==> src/cdsp_pkg.sv <==
// Shared types and constants for the strided, padded 2-D convolution block.
package cdsp_pkg;

  localparam int MAX_CHANNELS    = 8;
  localparam int MAX_FILTERS     = 16;
  localparam int MAX_IMAGE_SIDE  = 64;
  localparam int MAX_KERNEL_SIDE = 5;

  localparam int IMG_DEPTH = MAX_CHANNELS * MAX_IMAGE_SIDE * MAX_IMAGE_SIDE;
  localparam int WGT_DEPTH = MAX_FILTERS * MAX_CHANNELS * MAX_KERNEL_SIDE * MAX_KERNEL_SIDE;
  localparam int IMG_AW = $clog2(IMG_DEPTH);
  localparam int WGT_AW = $clog2(WGT_DEPTH);

  typedef enum logic [1:0] {
    CMD_PIXEL   = 2'd0,
    CMD_WEIGHT  = 2'd1,
    CMD_BIAS    = 2'd2,
    CMD_COMPUTE = 2'd3
  } cmd_t;

  typedef enum logic [2:0] {
    REG_STRIDE  = 3'd0,
    REG_PADDING = 3'd1,
    REG_IMG_H   = 3'd2,
    REG_IMG_W   = 3'd3,
    REG_KER_H   = 3'd4,
    REG_KER_W   = 3'd5,
    REG_CHAN    = 3'd6
  } reg_t;

  typedef enum logic [2:0] {
    ST_IDLE,
    ST_CHECK,
    ST_RUN,
    ST_DRAIN,
    ST_BIAS,
    ST_DONE
  } state_t;

  // Clamped configuration, held as used by the sequencer.
  typedef struct packed {
    logic [2:0] stride;
    logic [2:0] pad;
    logic [6:0] img_h;
    logic [6:0] img_w;
    logic [2:0] ker_h;
    logic [2:0] ker_w;
    logic [3:0] chans;
  } cfg_t;

  // Memory write request from the sequencer.
  typedef struct packed {
    logic              img_we;
    logic [IMG_AW-1:0] img_addr;
    logic              wgt_we;
    logic [WGT_AW-1:0] wgt_addr;
    logic              bias_we;
    logic [3:0]        bias_addr;
    logic [15:0]       wdata;
  } memwr_t;

  // Memory read request from the sequencer.
  typedef struct packed {
    logic              img_en;
    logic [IMG_AW-1:0] img_addr;
    logic [WGT_AW-1:0] wgt_addr;
    logic [3:0]        bias_addr;
  } memrd_t;

endpackage

==> src/cdsp_mac.sv <==
// Multiply-accumulate datapath: one product a cycle, bias add and saturation.
module cdsp_mac import cdsp_pkg::*; (
  input  logic               clk,
  input  logic               clear,
  input  logic               mul_en,
  input  logic               acc_en,
  input  logic               bias_en,
  input  logic signed [15:0] px,
  input  logic signed [15:0] wt,
  input  logic signed [15:0] bias,
  output logic signed [39:0] result
);

  logic signed [31:0] prod;
  logic signed [47:0] acc;
  logic signed [47:0] bias_ext;

  assign bias_ext = {{24{bias[15]}}, bias, 8'd0};

  always_ff @(posedge clk) begin
    if (mul_en) prod <= px * wt;
    if (clear) acc <= '0;
    else if (acc_en) acc <= acc + {{16{prod[31]}}, prod};
    else if (bias_en) acc <= acc + bias_ext;
  end

  // The sum stays well inside 40 bits at the default sizes; saturate anyway.
  always_comb begin
    if (acc > 48'sh007F_FFFF_FFFF) result = 40'sh7F_FFFF_FFFF;
    else if (acc < -48'sh0080_0000_0000) result = -40'sh80_0000_0000;
    else result = acc[39:0];
  end

endmodule

==> config.mk <==
export PLATFORM = sky130hd
export DESIGN_NAME = cdsp_mac
export DESIGN_NICKNAME = d
export VERILOG_FILES = /design/src/cdsp_pkg.sv /design/src/cdsp_mac.sv
export SDC_FILE = /design/constraint.sdc
export NUM_CORES = 1
export LEC_CHECK = 0
export ABC_AREA = 1
export BUFFER_PORTS_ARGS = -buffer_cell sky130_fd_sc_hd__clkbuf_2
export CORE_ASPECT_RATIO = 0.7
export CORE_UTILIZATION = 55
export CTS_CLUSTER_DIAMETER = 150
export DETAILED_ROUTE_END_ITERATION = 6
export HOLD_SLACK_MARGIN = 0.1
export PLACE_DENSITY = 0.82
export SLEW_MARGIN = 20
export SYNTH_ARGS = -nofsm -noshare
export SYNTH_HDL_FRONTEND = slang
export SYNTH_SLANG_ARGS = --single-unit
export TNS_END_PERCENT = 30
==> constraint.sdc <==
create_clock -name clk -period 7.74 [get_ports clk]
set_input_delay 1.548 -clock clk [delete_from_list [all_inputs] [get_ports clk]]
set_output_delay 1.548 -clock clk [all_outputs]
set_load 0.02 [all_outputs]
==> impl_metrics.py, run 1 <==
metrics = {
    "logic_synthesis": {
        "seq_area_frac_synth_pct": 9.23,
        "synthSimpleGateAreaFrac_pct": 26.7,
        "synth_xor_area_share_pct": 2.48,
        "synthArstFlopShare_pct": 0,
        "synth.cell_area_sq_um": 20800,
        "synth_nets": 3667,
        "synthMuxAreaShare_pct": 0,
        "synth_top_family_by_area": "adder cells",
        "syn-mean-instance-area_sq_um": 6.55,
        "synth_fa_ha_area_share_pct": 35.5,
        "synthCells": 3182,
        "ys_dominant_reg_cell": "dfxtp_1",
        "ys_types": 49,
        "yosysWarnings": 0,
        "synth-edff-count": 32,
        "synth-seq-cells": 80,
        "synth_compound_area_share_pct": 9.67,
    },
    "clock_network": {
        "tritoncts": "built",
        "cts_root_buf": "clkbuf_16",
        "clock_path_buffers": 2,
        "cts_resized": 0,
        "clk_latency_ps": 360,
        "cts_buffers": 9,
        "cts_setup_buffers": 0,
        "clock_sinks": 80,
        "htreeDepth": 3,
        "holdBufCountCts": 0,
        "clk_pin_slew_worst_paths_ps": 70,
    },
    "setup_path": {
        "start_kind": "input port",
        "cp.arrival_ps": 7410,
        "cp_num_buf_inv": 7,
        "path_common_cell": "fa_1",
        "cp_top_family": "adder cells",
        "cpMaxStageDelayCell": "nor4_2",
        "critPathMaxStageDelay_ps": 580,
        "path_class": "input port to register",
        "crit_path_max_fanout": 16,
        "crit_chain": "clkbuf_2 -> nand2_1 -> inv_1 -> fa_1 -> inv_1 -> buf_4 -> fa_1 -> inv_1 -> fa_1 -> fa_1 -> fa_1 -> inv_1 -> fa_1 -> inv_1 -> ha_1 -> nand2_1 -> nor4_2 -> nand4_1 -> nand3_1 -> a21oi_1 -> xnor2_1",
        "end_kind": "register",
        "required_ps": 7840,
    },
    "worst_hold_path": {
        "hold_class": "register to register",
    },
    "route": {
        "drt_iter0_drc": 2402,
        "via_count": 20200,
        "first_pass_iters": 5,
        "viasPerCell": 5.45,
        "wl_per_cell_um": 16.8,
        "drtAntennaViolNets": 0,
        "routed_wl_mm": 62.6,
        "drcViolationCount": 0,
    },
    "die": {
        "fp.dieH_um": 165,
        "num_io_pins": 93,
        "initial_core_util_pct": 56.0,
        "dieArea_sq_um": 38700,
        "core-area_sq_um": 37200,
        "die_x_um": 235,
        "rows": 59,
    },
    "timing": {
        "tightest_slew_ps": 904,
        "final_hold_viol_count": 0,
        "final.min_clock_period_ps": 7310,
        "max_freq_ghz": 0.137,
        "maxSlewViolCount": 0,
        "setup_viol": 0,
        "clock_skew_ps": 11.2,
        "tns_ps": 0,
        "relSlewSlack_pct": 39.5,
        "fin_crit_sh_pct": 94.4,
        "rsz0062_at_grt": "no",
    },
    "placement": {
        "place_congestion": 1.03,
        "placed_cells": 3697,
        "hpwl_mm": 53.2,
        "portBuffers": 92,
    },
    "cells_and_area": {
        "n_fill_cell": 3597,
        "nNetsFinal": 3705,
        "layout_common_cells": "nand2_1, inv_1, fa_1",
        "drive_gt1_share_pct": 6.82,
        "area_growth_pct": 5.78,
        "stdcell_count": 3714,
        "final_common_cell": "nand2_1",
    },
    "global_route": {
        "grt_use_total_pct": 33.5,
        "grt_max_degree": 44,
        "grt_pass1_vias": 19000,
        "overflow": 0,
        "antenna_found_initial": 1,
        "grt_pass1_wl_mm": 99.3,
    },
    "status": {
        "status": "completed",
    },
    "flow_run": {
        "max_cap_violations": 0,
    },
}
kinds of logic after synthesis:
| logic type | after synthesis |
|---|---|
| compound gates | 362 |
| flops | 80 |
| simple gates | 1338 |
| buf+inv | 911 |
| fa+ha+maj | 432 |
| xor+xnor | 59 |
sequential cells by signal, summed over array words and instances (netlist names):
register / cells
prod: 32
acc: 48
layer usage:
metal  GRT usage (%)  part of all wire (%)  wire length, um  vias to the layer above
met4            6.66                   2.1             1290                        0
met2            46.5                    39            24400                     1088
li1                -                     -                -                     9607
met5               0                     0                0                        -
met3            9.55                    14             8920                       88
met1            51.1                    45            28000                     9442
Yosys cell counts (3+ instances only):
cell,number,area (sq um)
a21o_1,9,67.6
a21oi_1,167,836
a21oi_2,3,26.3
a31oi_1,4,25.0
clkbuf_1,80,300
dfxtp_1,48,961
edfxtp_1,32,961
fa_1,264,5290
ha_1,168,2100
inv_1,811,3040
inv_2,14,52.6
nand2_1,877,3290
nand2_2,24,150
nand3_1,111,556
nand3_2,8,80.1
nand3b_1,5,37.5
nand4_1,35,219
nor2_1,214,803
nor2_2,21,131
nor2_4,4,45.0
nor3_1,17,85.1
nor4_1,3,18.8
o211ai_1,14,105
o21a_1,5,37.5
o21ai_0,110,551
o21ai_1,14,70.1
o21ai_2,3,26.3
o21bai_1,22,165
or2_1,4,25.0
or2_2,7,43.8
xnor2_1,30,263
xor2_1,29,254
per-stage QoR:
| step | hold WS, ps | setup slack, ps | utilization (%) | instance area [sq um] |
|---|---|---|---|---|
| 2_1_floorplan | 443 | 600 | - | 20800 |
| 5_1_grt | 538 | 197 | 59.2 | 22000 |
| 3_5_place_dp | 488 | 235 | 58.4 | 21700 |
| 4_1_cts | 496 | 591 | 59.2 | 22000 |
| 3_3_place_gp | 483 | 157 | 58.4 | 21700 |
| 6_report | 489 | 432 | 59.2 | 22000 |
tightest hold or removal path: cells and delay by family (launching register included):
family,cells,cell delay [ps]
buf+inv,1,70
compound gates,1,60
flops,1,320
layout make-up:
type	count	area, sq um	share of cell area (%)
Antenna cell	1	2.50	0.0114
Clock buffer	11	243	1.10
Clock inverter	5	63.8	0.290
Inverter	827	3100	14.1
Multi-Input combinational cell	2191	15500	70.3
Sequential cell	80	1920	8.72
Tap cell	488	611	2.77
Timing Repair Buffer	111	603	2.74
path summary, 6_finish.rpt:
path	start	endpoint	slack, ps	depth (start not counted)
hold reg to reg	acc[0]$_SDFFE_PP0P_	acc[0]$_SDFFE_PP0P_	490	2
setup / recovery	px[15]	prod[27]$_DFFE_PP_	430	21
hold / removal	acc[0]$_SDFFE_PP0P_	acc[0]$_SDFFE_PP0P_	490	2
setup reg to reg	prod[31]$_DFFE_PP_	acc[41]$_SDFFE_PP0N_	4780	11
Power of run 1 is left out: the tool's default activity adds up to more than one toggle a clock period on the data nets, which glitch-free logic cannot reach.
==> inputs of run 2 (changes only) <==
Settings changed: CORE_UTILIZATION 55 to 65, GPL_TIMING_DRIVEN set to 0, PLACE_DENSITY 0.82 to 0.94.
==> run 2 against run 1 <==
  * The run now ends with design-rule violations left
  * Maximum frequency is 3.6% lower
  * Cell count is 0.75% lower
  * Non-clock buffer count is 41 higher
  * Critical endpoint unchanged
==> impl_metrics.py, run 2 (synthesis gave the netlist of run 1 again) <==
metrics = {
    "status": {
        "status": "finished, violations left",
        "violations": "design-rule violations",
    },
    "route": {
        "drt_iter0_drc": 2774,
        "drtAntennaViolNets": 0,
        "via_count": 20800,
        "drcViolationCount": 1,
        "viasPerCell": 5.65,
        "routed_wl_mm": 70.3,
        "wl_per_cell_um": 19.1,
        "first_pass_iters": 7,
    },
    "worst_hold_path": {
        "hold_class": "register to register",
        "hold_depth": 2,
        "hp-start": "acc[0]$_SDFFE_PP0P_",
    },
    "global_route": {
        "grt_max_degree": 33,
        "grt_pass1_vias": 19600,
        "grt_use_total_pct": 43.9,
        "grt_pass1_wl_mm": 108,
        "overflow": 0,
        "antenna_found_initial": 0,
    },
    "cells_and_area": {
        "largest_reg_flops": 48,
        "multi_input_area_sq_um": 15500,
        "final_common_cell": "nand2_1",
        "largestRegisters": "acc x48, prod x32",
        "top_register": "acc",
        "regArea_sq_um": 1920,
        "layout_common_cells": "nand2_1, inv_1, fa_1",
        "nNetsFinal": 3746,
        "final_core_utilization_pct": 70.5,
        "drive_gt1_share_pct": 6.83,
        "area_growth_pct": 6.14,
        "n_fill_cell": 2673,
        "stdcell_area_sq_um": 22100,
        "antenna_cells": 0,
    },
    "setup_path": {
        "crit_cells": 19,
        "critPathMaxStageDelay_ps": 540,
        "cp_num_buf_inv": 5,
        "path_common_cell": "fa_1",
        "cpMaxStageDelayCell": "fa_1",
        "cp_top_family": "adder cells",
        "r2r_start": "prod[31]$_DFFE_PP_",
        "cp.arrival_ps": 7700,
        "crit_path_max_fanout": 10,
        "worstSetupStartpoint": "px[6]",
        "crit_chain": "clkbuf_1 -> clkbuf_2 -> nand2_1 -> fa_1 -> inv_1 -> fa_1 -> fa_1 -> fa_1 -> fa_1 -> inv_1 -> fa_1 -> inv_1 -> ha_1 -> a21oi_1 -> o21ai_0 -> a21oi_2 -> nand3_1 -> a21oi_1 -> xnor2_1",
        "reg2reg_depth": 10,
        "path_class": "input port to register",
        "end_kind": "register",
        "required_ps": 7860,
        "start_kind": "input port",
    },
    "timing": {
        "final.min_clock_period_ps": 7580,
        "fin_crit_sh_pct": 98.0,
        "final.setup.worst_slack_ps": 157,
        "tns_ps": 0,
        "max_freq_ghz": 0.132,
        "final_hold_viol_count": 0,
        "maxSlewViolCount": 0,
        "tightest_slew_ps": 898,
        "relSlewSlack_pct": 40.1,
        "clock_skew_ps": 9.83,
        "setup_viol": 0,
    },
    "die": {
        "rows": 54,
        "num_io_pins": 93,
        "dieArea_sq_um": 32800,
        "die_x_um": 216,
        "core-area_sq_um": 31400,
        "initial_core_util_pct": 66.4,
        "fp.dieH_um": 152,
    },
    "clock_network": {
        "cts_buffers": 9,
        "cts_root_buf": "clkbuf_16",
        "clk_latency_ps": 370,
        "htreeDepth": 3,
        "clock_path_buffers": 2,
        "holdBufCountCts": 0,
        "tritoncts": "built",
        "clk_pin_slew_worst_paths_ps": 70,
        "clock_sinks": 80,
    },
    "placement": {
        "place_area_sq_um": 21700,
        "hpwl_mm": 60.2,
        "place_congestion": 1.07,
        "portBuffers": 67,
        "pre_cts_slack_ps": -377,
    },
    "flow_run": {
        "max_cap_violations": 0,
    },
}
-- run 2: cell types whose count changed in the layout (fill, tap and decap cells not counted), moves of 3 or more --
cell	change
clkbuf_2	+7
buf_4	-18
buf_2	+3
clkbuf_1	+47
-- run 2: metal layers --
metal  wire (um)  share of wire (%)  global-route usage [%]
met2       26700                 38                    59.5
met4        1540                2.2                    10.0
met3       12100                 17                    17.2
met5           0                  0                       0
met1       30000                 43                    64.8
-- run 2: final cells by class --
class / count / area share (%)
multi-input combinational: 2191 / 70.2
clock inverter: 5 / 0.192
buffer: 84 / 1.64
clock buffer: 11 / 1.19
tap: 420 / 2.38
sequential: 80 / 8.69
timing repair buffer: 68 / 1.61
inverter: 827 / 14.1
-- run 2: path summary, 6_finish.rpt --
path / slack (ps) / end
setup reg to reg: 4580 / acc[37]$_SDFFE_PP0N_
hold / removal: 470 / acc[0]$_SDFFE_PP0P_
hold reg to reg: 470 / acc[0]$_SDFFE_PP0P_
setup / recovery: 160 / prod[27]$_DFFE_PP_
-- run 2: timing repair --
action / in CTS / in global routing
resized for setup: 2 / 73
pin swaps: 0 / 1
buffers inserted: 0 / 1
endpoints found under the setup margin: 1 / 13
-- run 2: stage by stage --
| step | hold slack (ps) | std cells |
|---|---|---|
| 2_1_floorplan | 443 | 3182 |
| 3_3_place_gp | 462 | 3669 |
| 3_5_place_dp | 467 | 3669 |
| 4_1_cts | 477 | 3685 |
| 5_1_grt | 497 | 3686 |
| 6_report | 469 | 3686 |
-- run 2: worst register-to-register path: stages, from the launching register on --
cell	delay, ps
edfxtp_1	760
ha_1	590
nand2_1	150
nor2_2	280
nand2_1	140
nor3_1	310
nand4_1	170
nand3_1	120
nand2_1	50
a21oi_1	400
nor2_1	70
Power of run 2 is left out for the same reason.
